==> src/hw/rtl/radio_packet_framer_defines.svh <==
// Assertion helpers shared by the framer RTL.
`ifndef RADIO_PACKET_FRAMER_DEFINES_SVH
`define RADIO_PACKET_FRAMER_DEFINES_SVH

// Same-cycle implication, checked outside reset.
`define RPF_ASSERT_IMP(label, clk, rst, ante, cons) \
  label: assert property (@(posedge clk) disable iff (rst) (ante) |-> (cons)) \
    else $error("rpf assertion failed");

// Next-cycle implication, checked outside reset.
`define RPF_ASSERT_NXT(label, clk, rst, ante, cons) \
  label: assert property (@(posedge clk) disable iff (rst) (ante) |=> (cons)) \
    else $error("rpf assertion failed");

`endif

==> src/hw/rtl/rpf_pkg.sv <==
`timescale 1ns / 1ps
package rpf_pkg;

  localparam logic       MODE_START = 1'b0;
  localparam logic       MODE_DATA  = 1'b1;

  localparam logic [7:0]  FILL_BYTE  = 8'hAA;
  localparam logic [15:0] SYNC_RESET = 16'h2DD4;

  localparam int QUEUE_DEPTH = 2;

  // Byte positions within the back-end sequence.
  localparam int          POS_W       = 4;
  localparam logic [3:0]  POS_FIRST   = 4'd0;
  localparam logic [3:0]  POS_SYNC_HI = 4'd3;
  localparam logic [3:0]  POS_SYNC_LO = 4'd4;
  localparam logic [3:0]  POS_VALUE   = 4'd5;
  localparam logic [3:0]  POS_CSUM    = 4'd6;
  localparam logic [3:0]  POS_LAST    = 4'd9;

  typedef struct packed {
    logic       mode;
    logic [7:0] payload_length;
    logic [7:0] payload_byte;
  } in_item_t;

  typedef struct packed {
    logic [7:0] out_byte;
    logic       frame_end;
  } out_item_t;

  // Work handed from front to back.
  typedef struct packed {
    logic       is_start;  // emit header before value
    logic [7:0] value;     // length byte or payload byte
    logic       trailer;   // append checksum and postamble
    logic [7:0] csum;
  } cmd_t;

endpackage

==> src/hw/rtl/rpf_front.sv <==
`timescale 1ns / 1ps
`include "radio_packet_framer_defines.svh"
module rpf_front (
  input  logic             clk,
  input  logic             rst,
  input  logic             in_valid,
  output logic             in_ready,
  input  rpf_pkg::in_item_t in_item,
  output logic             push,
  output rpf_pkg::cmd_t    push_cmd,
  input  logic             q_ready
);

  logic [7:0] bytes_left, bytes_left_next;
  logic [7:0] running_sum, running_sum_next;
  logic       frame_open, frame_open_next;
  logic       take;
  logic [7:0] sum_add;
  logic [7:0] left_dec;

  assign in_ready = q_ready;
  assign take     = in_valid && in_ready;
  assign sum_add  = running_sum + in_item.payload_byte;
  assign left_dec = bytes_left - 8'd1;

  always_comb begin
    bytes_left_next  = bytes_left;
    running_sum_next = running_sum;
    frame_open_next  = frame_open;
    push             = 1'b0;
    push_cmd         = '0;
    if (take) begin
      if (in_item.mode == rpf_pkg::MODE_START) begin
        push              = 1'b1;
        push_cmd.is_start = 1'b1;
        push_cmd.value    = in_item.payload_length;
        push_cmd.trailer  = (in_item.payload_length == 8'd0);
        push_cmd.csum     = 8'd0;
        running_sum_next  = 8'd0;
        bytes_left_next   = in_item.payload_length;
        frame_open_next   = (in_item.payload_length != 8'd0);
      end else if (frame_open) begin
        push              = 1'b1;
        push_cmd.is_start = 1'b0;
        push_cmd.value    = in_item.payload_byte;
        push_cmd.trailer  = (left_dec == 8'd0);
        push_cmd.csum     = sum_add;
        running_sum_next  = sum_add;
        bytes_left_next   = left_dec;
        frame_open_next   = (left_dec != 8'd0);
      end
      // data outside a frame is dropped
    end
  end

  always_ff @(posedge clk) begin
    if (rst) begin
      bytes_left  <= '0;
      running_sum <= '0;
      frame_open  <= 1'b0;
    end else begin
      bytes_left  <= bytes_left_next;
      running_sum <= running_sum_next;
      frame_open  <= frame_open_next;
    end
  end

  `RPF_ASSERT_IMP(a_open_has_bytes, clk, rst, frame_open, bytes_left != 8'd0)
  `RPF_ASSERT_IMP(a_trailer_closes, clk, rst, push && push_cmd.trailer, !frame_open_next)
  `RPF_ASSERT_NXT(a_start_clears_sum, clk, rst,
                  take && in_item.mode == rpf_pkg::MODE_START, running_sum == 8'd0)

endmodule

==> src/hw/rtl/rpf_queue.sv <==
`timescale 1ns / 1ps
`include "radio_packet_framer_defines.svh"
module rpf_queue #(
  parameter int DEPTH = rpf_pkg::QUEUE_DEPTH
) (
  input  logic          clk,
  input  logic          rst,
  input  logic          push,
  input  rpf_pkg::cmd_t push_cmd,
  output logic          q_ready,
  input  logic          pop,
  output logic          head_valid,
  output rpf_pkg::cmd_t head
);

  localparam int PTR_W = (DEPTH > 1) ? $clog2(DEPTH) : 1;
  localparam int CNT_W = $clog2(DEPTH + 1);
  localparam logic [PTR_W-1:0] PTR_MAX  = PTR_W'(DEPTH - 1);
  localparam logic [CNT_W-1:0] CNT_FULL = CNT_W'(DEPTH);

  rpf_pkg::cmd_t    mem [DEPTH];
  logic [PTR_W-1:0] wr_ptr, rd_ptr;
  logic [CNT_W-1:0] count;

  assign q_ready    = (count != CNT_FULL);
  assign head_valid = (count != '0);
  assign head       = mem[rd_ptr];

  always_ff @(posedge clk) begin
    if (push) begin
      mem[wr_ptr] <= push_cmd;
    end
  end

  always_ff @(posedge clk) begin
    if (rst) begin
      wr_ptr <= '0;
      rd_ptr <= '0;
      count  <= '0;
    end else begin
      if (push) begin
        wr_ptr <= (wr_ptr == PTR_MAX) ? '0 : wr_ptr + 1'b1;
      end
      if (pop) begin
        rd_ptr <= (rd_ptr == PTR_MAX) ? '0 : rd_ptr + 1'b1;
      end
      if (push && !pop) begin
        count <= count + 1'b1;
      end else if (pop && !push) begin
        count <= count - 1'b1;
      end
    end
  end

  `RPF_ASSERT_IMP(a_no_overflow, clk, rst, push, q_ready || pop)
  `RPF_ASSERT_IMP(a_no_underflow, clk, rst, pop, head_valid)

endmodule

==> src/hw/rtl/rpf_back.sv <==
`timescale 1ns / 1ps
`include "radio_packet_framer_defines.svh"
module rpf_back (
  input  logic               clk,
  input  logic               rst,
  input  logic [15:0]        sync_word,
  input  logic               head_valid,
  input  rpf_pkg::cmd_t      head,
  output logic               pop,
  output logic               out_valid,
  input  logic               out_ready,
  output rpf_pkg::out_item_t out_item
);

  logic                      busy;
  rpf_pkg::cmd_t             cur;
  logic [rpf_pkg::POS_W-1:0] pos;

  rpf_pkg::cmd_t             act_cmd;
  logic [rpf_pkg::POS_W-1:0] act_pos;
  logic [rpf_pkg::POS_W-1:0] end_pos;
  logic                      active;
  logic                      load;
  logic                      done;
  logic [7:0]                byte_sel;

  assign act_cmd = busy ? cur : head;
  assign act_pos = busy ? pos :
                   (head.is_start ? rpf_pkg::POS_FIRST : rpf_pkg::POS_VALUE);
  assign end_pos = act_cmd.trailer ? rpf_pkg::POS_LAST : rpf_pkg::POS_VALUE;
  assign active  = busy || head_valid;
  // output register refills when empty or being drained
  assign load    = active && (!out_valid || out_ready);
  assign done    = (act_pos == end_pos);
  assign pop     = load && !busy;

  always_comb begin
    unique case (act_pos)
      rpf_pkg::POS_SYNC_HI: byte_sel = sync_word[15:8];
      rpf_pkg::POS_SYNC_LO: byte_sel = sync_word[7:0];
      rpf_pkg::POS_VALUE:   byte_sel = act_cmd.value;
      rpf_pkg::POS_CSUM:    byte_sel = act_cmd.csum;
      default:              byte_sel = rpf_pkg::FILL_BYTE;
    endcase
  end

  always_ff @(posedge clk) begin
    if (rst) begin
      busy      <= 1'b0;
      out_valid <= 1'b0;
    end else begin
      if (load) begin
        out_valid <= 1'b1;
        busy      <= !done;
      end else if (out_ready) begin
        out_valid <= 1'b0;
      end
    end
  end

  always_ff @(posedge clk) begin
    if (load) begin
      cur                <= act_cmd;
      pos                <= act_pos + 1'b1;
      out_item.out_byte  <= byte_sel;
      out_item.frame_end <= (act_pos == rpf_pkg::POS_LAST);
    end
  end

  `RPF_ASSERT_IMP(a_end_is_fill, clk, rst, out_valid && out_item.frame_end,
                  out_item.out_byte == rpf_pkg::FILL_BYTE)
  `RPF_ASSERT_IMP(a_busy_in_range, clk, rst, busy,
                  pos != rpf_pkg::POS_FIRST && (pos <= rpf_pkg::POS_VALUE || cur.trailer))
  `RPF_ASSERT_NXT(a_last_byte_frees, clk, rst, load && done, !busy)

endmodule

==> src/hw/rtl/radio_packet_framer.sv <==
`timescale 1ns / 1ps
// Radio packet framer. A start item (mode 0) produces six bytes: three 0xAA
// preamble bytes, the sync word high byte first, and the length; with a zero
// length it goes on with the checksum 0x00 and three 0xAA postamble bytes, ten
// bytes in all. A data item (mode 1) inside a frame produces its byte, plus the
// checksum and postamble when it is the last payload byte; data outside a frame
// is dropped. frame_end marks the final postamble byte. The output sequencer
// emits one byte per cycle and mid-frame data flows at one item per cycle while
// out_ready is high; an item holds the output until its last byte (of 1, 5, 6
// or 10) is sent. A command queue of QUEUE_DEPTH entries lets the input keep
// accepting items while a header or trailer is being sent. sync_word may be
// written only while the framer is idle; cfg_ready is always high.
module radio_packet_framer #(
  parameter int QUEUE_DEPTH = rpf_pkg::QUEUE_DEPTH
) (
  input  logic               clk,
  input  logic               rst,
  input  logic               in_valid,
  output logic               in_ready,
  input  rpf_pkg::in_item_t  in_item,
  output logic               out_valid,
  input  logic               out_ready,
  output rpf_pkg::out_item_t out_item,
  input  logic               cfg_valid,
  output logic               cfg_ready,
  input  logic [15:0]        cfg_data
);

  logic          push;
  rpf_pkg::cmd_t push_cmd;
  logic          q_ready;
  logic          pop;
  logic          head_valid;
  rpf_pkg::cmd_t head;
  logic [15:0]   sync_word;

  assign cfg_ready = 1'b1;

  always_ff @(posedge clk) begin
    if (rst) begin
      sync_word <= rpf_pkg::SYNC_RESET;
    end else if (cfg_valid && cfg_ready) begin
      sync_word <= cfg_data;
    end
  end

  rpf_front u_front (
    .clk      (clk),
    .rst      (rst),
    .in_valid (in_valid),
    .in_ready (in_ready),
    .in_item  (in_item),
    .push     (push),
    .push_cmd (push_cmd),
    .q_ready  (q_ready)
  );

  rpf_queue #(
    .DEPTH (QUEUE_DEPTH)
  ) u_queue (
    .clk        (clk),
    .rst        (rst),
    .push       (push),
    .push_cmd   (push_cmd),
    .q_ready    (q_ready),
    .pop        (pop),
    .head_valid (head_valid),
    .head       (head)
  );

  rpf_back u_back (
    .clk        (clk),
    .rst        (rst),
    .sync_word  (sync_word),
    .head_valid (head_valid),
    .head       (head),
    .pop        (pop),
    .out_valid  (out_valid),
    .out_ready  (out_ready),
    .out_item   (out_item)
  );

endmodule

==> config.mk <==
export PLATFORM = sky130hd
export DESIGN_NAME = radio_packet_framer
export DESIGN_NICKNAME = d
export VERILOG_FILES = /design/src/hw/rtl/rpf_pkg.sv /design/src/hw/rtl/rpf_front.sv /design/src/hw/rtl/rpf_queue.sv /design/src/hw/rtl/rpf_back.sv /design/src/hw/rtl/radio_packet_framer.sv
export VERILOG_INCLUDE_DIRS = /design/src /design/src/hw/rtl
export SDC_FILE = /design/constraint.sdc
export NUM_CORES = 1
export LEC_CHECK = 0
export BUFFER_PORTS_ARGS = -buffer_cell sky130_fd_sc_hd__buf_2
export CAP_MARGIN = 40
export CORE_UTILIZATION = 25
export DETAILED_ROUTE_END_ITERATION = 6
export PLACE_DENSITY_LB_ADDON = 0.15
export SLEW_MARGIN = 20
export SYNTH_ARGS = -nofsm -noshare
export SYNTH_HDL_FRONTEND = slang
export SYNTH_SLANG_ARGS = --single-unit
export TNS_END_PERCENT = 30
==> constraint.sdc <==
create_clock -name clk -period 3.2 [get_ports clk]
set_input_delay 0.16 -clock clk [delete_from_list [all_inputs] [get_ports clk]]
set_output_delay 0.16 -clock clk [all_outputs]
set_load 0.01 [all_outputs]
==> flow_metrics.py <==
metrics = {
    "sta": {
        "finClkSkew_ps": 9.93,
        "finalMaxSlewViolations": 0,
        "grt_setup_unrepaired": "no",
        "fmax_ghz": 0.411,
        "slew_worst_pin_ps": 699,
        "whs_ps": 20.4,
        "final.setup.tns_ps": 0,
        "final_min_period_ps": 2430,
        "hold_viol": 0,
        "timing.slew.headroom_pct": 53.4,
        "share_of_the_clock_period_used_by_the_worst_path_after_layout_pct": 76.0,
        "timing.final.setup_violations": 0,
    },
    "synth": {
        "post_synth_num_cell_types": 53,
        "synth_enable_flop_cells": 66,
        "postSynthAreaPerCell_um2": 11.2,
        "synth_cells": 436,
        "mappedNetlistArea_mm2": 0.00490,
        "most_instantiated_flip_flop_cell_in_the_synthesis_netlist": "sky130_fd_sc_hd__edfxtp_1",
        "async_reset_ff_share_pct": 0,
        "yosysWarningCount": 0,
        "synth_seq_cells": 106,
        "synth.yosys.seq_area_share_pct": 56.8,
        "syn-num-nets": 489,
    },
    "die": {
        "num_rows": 50,
        "pin_count": 50,
        "core_area_mm2": 0.0190,
        "die_width_um": 142,
        "chipHeight_um": 142,
        "initial_utilization_pct": 25.9,
        "design.die.area_mm2": 0.0202,
    },
    "drt": {
        "drt_iter0_markers": 150,
        "first_pass_iters": 5,
        "num_vias": 3298,
        "post_drt_wl_per_cell_um": 15.0,
        "met1Wirelength_mm": 5.60,
        "aggregate_routed_wire_length_mm": 11.2,
        "drc_errors": 0,
        "highest_layer": "met4",
        "met2RoutedLength_mm": 4.87,
        "met3_length_um": 607,
        "final_antenna_net_count": 0,
        "via_per_instance_ratio": 4.43,
    },
    "pwr": {
        "worst_ir_drop_vdd_uv": 309,
        "power.static_leakage_uw": 0.00219,
        "flop_pwr_share_pct": 43.7,
        "cell_internal_pwr_uw": 3160,
        "clock_power_share_pct": 26.6,
        "pwr_density_cell_mw_per_mm2": 812,
        "comb_power_share_pct": 29.7,
        "power.switching_fraction_pct": 32.5,
        "power.switching_uw": 1520,
    },
    "final_layout": {
        "area_growth_syn_to_layout_pct": 17.4,
        "layout.area.seq_mm2": 0.00278,
        "multi_input_area_mm2": 0.00193,
        "nets": 533,
        "fin_cells": 745,
        "post_route_cells_drive_above_1_share_pct": 15.9,
        "diodes": 0,
        "fill_cells": 1974,
        "post-route-cell-area_mm2": 0.00576,
    },
    "clock_tree": {
        "clock_sinks": 106,
        "post_cts_resized": 0,
        "clk_pin_slew_worst_paths_ps": 70,
        "cts_inserted_buffers": 9,
        "cts_tree": "built",
        "number_of_buffers_between_clock_root_and_the_deepest_sink": 2,
        "insertion_delay_ps": 350,
        "post_cts.repair.setup_buffers": 0,
        "postCtsHoldBufs": 0,
        "clk_root_buffer_cell": "sky130_fd_sc_hd__clkbuf_16",
        "cts_max_level": 3,
    },
    "placed_design": {
        "count_of_buffers_inserted_at_the_top_level_ports": 48,
        "dp_hpwl_mm": 8.01,
        "placed_cells_incl_taps": 727,
        "detailed_place.area_mm2": 0.00540,
        "gp_routability_congestion": 0.776,
    },
    "worst_setup_path": {
        "worstSetupStartpointType": "flop",
        "setup.worst_path.end_class": "flop",
        "critPathRequiredTime_ps": 3480,
        "worstPathMaxFanout": 17,
        "critical_path_class": "flop to flop",
        "worst-endpoint-arrival_ps": 2710,
    },
    "global_route": {
        "grt_pass1_vias": 3215,
        "grt_pass1_wl_mm": 17.9,
        "grt_antenna_before_repair": 0,
        "gr-total-overflow": 0,
        "grtUsageTotal_pct": 11.8,
        "maximum_number_of_pins_on_one_net_before_global_route_repair": 35,
    },
    "hold_path": {
        "timing.hold.worst.class": "input pin to flop",
    },
    "outcome": {
        "status": "completed",
    },
    "flow_run": {
        "total_of_max_cap_violations": 0,
    },
}
## area by class of cell
| type | instances | area share, % |
|---|---|---|
| clock buffers | 10 | 4.35 |
| clock inverters | 6 | 1.52 |
| inverters | 14 | 0.957 |
| multi-input cells | 293 | 33.6 |
| flip-flops and latches | 106 | 48.3 |
| well taps | 260 | 5.65 |
| repair buffers | 56 | 5.57 |
## state kept, by name (all words and copies together), names as in the netlist, named ones only
name	flops
u_queue.mem	36
u_back.cur	17
sync_word	16
u_back.out_item	9
u_front.bytes_left	8
u_front.running_sum	8
u_back.pos	4
u_queue.count	2
u_back.busy	1
u_back.out_valid	1
u_front.frame_open	1
u_queue.rd_ptr	1
u_queue.wr_ptr	1
## synth_stat cells (2+ instances only)
cell type                  number  area share [%]
sky130_fd_sc_hd__buf_2          2            0.20
sky130_fd_sc_hd__inv_1         13             1.0
sky130_fd_sc_hd__and3_1         2            0.26
sky130_fd_sc_hd__nor2b_1       15             1.9
sky130_fd_sc_hd__or4_4          2            0.46
sky130_fd_sc_hd__ha_1          14             3.6
sky130_fd_sc_hd__nand3_1        4            0.41
sky130_fd_sc_hd__dfxtp_1       40              16
sky130_fd_sc_hd__nor3_1         7            0.71
sky130_fd_sc_hd__clkbuf_1      14             1.1
sky130_fd_sc_hd__or3_1          2            0.26
sky130_fd_sc_hd__nand2_1       41             3.1
sky130_fd_sc_hd__nand2b_1       3            0.38
sky130_fd_sc_hd__o21ai_0       16             1.6
sky130_fd_sc_hd__nor3b_1        3            0.46
sky130_fd_sc_hd__xor2_1         7             1.3
sky130_fd_sc_hd__a21oi_1       19             1.9
sky130_fd_sc_hd__buf_1          2            0.15
sky130_fd_sc_hd__a22o_1         8             1.4
sky130_fd_sc_hd__a21o_1         4            0.61
sky130_fd_sc_hd__buf_4          2            0.31
sky130_fd_sc_hd__nor2_1        40             3.1
sky130_fd_sc_hd__nor4_1         3            0.38
sky130_fd_sc_hd__a211o_1        8             1.4
sky130_fd_sc_hd__clkbuf_8       2            0.56
sky130_fd_sc_hd__nand4_1        2            0.26
sky130_fd_sc_hd__xnor2_1        5            0.89
sky130_fd_sc_hd__o22ai_1        3            0.38
sky130_fd_sc_hd__a211oi_1       5            0.77
sky130_fd_sc_hd__o21bai_1       2            0.31
sky130_fd_sc_hd__nand3b_1       2            0.31
sky130_fd_sc_hd__mux2i_1       30             6.1
sky130_fd_sc_hd__and2_1         5            0.64
sky130_fd_sc_hd__a22oi_1        3            0.46
sky130_fd_sc_hd__o21ai_1       14             1.4
sky130_fd_sc_hd__a222oi_1       8             1.6
sky130_fd_sc_hd__o31ai_1        3            0.46
sky130_fd_sc_hd__edfxtp_1      66              40
## layer usage
metal  global-route usage, %  up-vias
li1                        -     1686
met1                    16.6     1512
met2                    17.4       92
met3                    3.70        8
met4                    3.17        0
met5                       0        -
## placed cells by master (no fill, tap or decap), types with 7 or more instances in the layout
| master | synthesis | layout |
|---|---|---|
| sky130_fd_sc_hd__buf_2 | 2 | 48 |
| sky130_fd_sc_hd__clkbuf_16 | 0 | 10 |
| sky130_fd_sc_hd__mux2i_1 | 30 | 30 |
| sky130_fd_sc_hd__inv_1 | 13 | 13 |
| sky130_fd_sc_hd__a222oi_1 | 8 | 8 |
| sky130_fd_sc_hd__edfxtp_1 | 66 | 66 |
| sky130_fd_sc_hd__o21ai_0 | 16 | 16 |
| sky130_fd_sc_hd__xor2_1 | 7 | 7 |
| sky130_fd_sc_hd__dfxtp_1 | 40 | 40 |
| sky130_fd_sc_hd__a22o_1 | 8 | 8 |
| sky130_fd_sc_hd__a21oi_1 | 19 | 19 |
| sky130_fd_sc_hd__a211o_1 | 8 | 8 |
| sky130_fd_sc_hd__o21ai_1 | 14 | 14 |
| sky130_fd_sc_hd__nand2_1 | 41 | 41 |
| sky130_fd_sc_hd__nor2_1 | 40 | 39 |
| sky130_fd_sc_hd__nor3_1 | 7 | 7 |
| sky130_fd_sc_hd__buf_4 | 2 | 7 |
| sky130_fd_sc_hd__ha_1 | 14 | 14 |
| sky130_fd_sc_hd__nor2b_1 | 15 | 15 |
## kinds of logic (layout without fill, tap and decap cells)
logic type,count (synthesis),after routing,share of synthesized area [%]
and+or+nand+nor,135,135,13.3
DFF,106,106,56.8
AOI/OAI and AO/OA,99,99,13.6
buffers and inverters,37,86,3.83
muxes,31,31,6.36
adders and majority gates,15,15,3.98
xor gates and xnor gates,12,12,2.14
other,1,1,0.0765
## worst max-delay path: stages, from the launching register on
cell                       delay, ps
sky130_fd_sc_hd__dfxtp_1         360
sky130_fd_sc_hd__nand2b_1        210
sky130_fd_sc_hd__nand2_1         160
sky130_fd_sc_hd__a21o_1          560
sky130_fd_sc_hd__inv_4           180
sky130_fd_sc_hd__ha_1            380
sky130_fd_sc_hd__or3_1           370
sky130_fd_sc_hd__a21oi_1         130
## metrics by stage
step | worst slack, ps | total power [µW] | util (%)
after floorplan | 523 | 3040 | -
after global placement | 815 | 3460 | 28.4
after detailed placement | 783 | 3480 | 28.5
after CTS | 749 | 4750 | 30.3
after global routing | 592 | 4990 | 30.4
final | 769 | 4670 | 30.4
## worst paths after layout
kind / slack, ps / end / startpoint / cells after the start
max: 770 / u_queue.count[1] / u_queue.count[0] / 7
min reg2reg: 500 / u_front.running_sum[3] / u_front.running_sum[3] / 2
min: 20 / sync_word[8] / cfg_data[8] / 2
max reg2reg: 770 / u_queue.count[1] / u_queue.count[0] / 7
## power groups by stage
| stage | Clock (µW) | Sequential (µW) | Combinational [µW] |
|---|---|---|---|
| after detailed placement | 0 | 2070 | 1410 |
| after floorplan | 0 | 2070 | 969 |
| after CTS | 1290 | 2050 | 1410 |
| final | 1240 | 2040 | 1390 |
| after global placement | 0 | 2070 | 1400 |
| after global routing | 1330 | 2080 | 1570 |
Note: power is estimated with default switching activity, not from simulation.
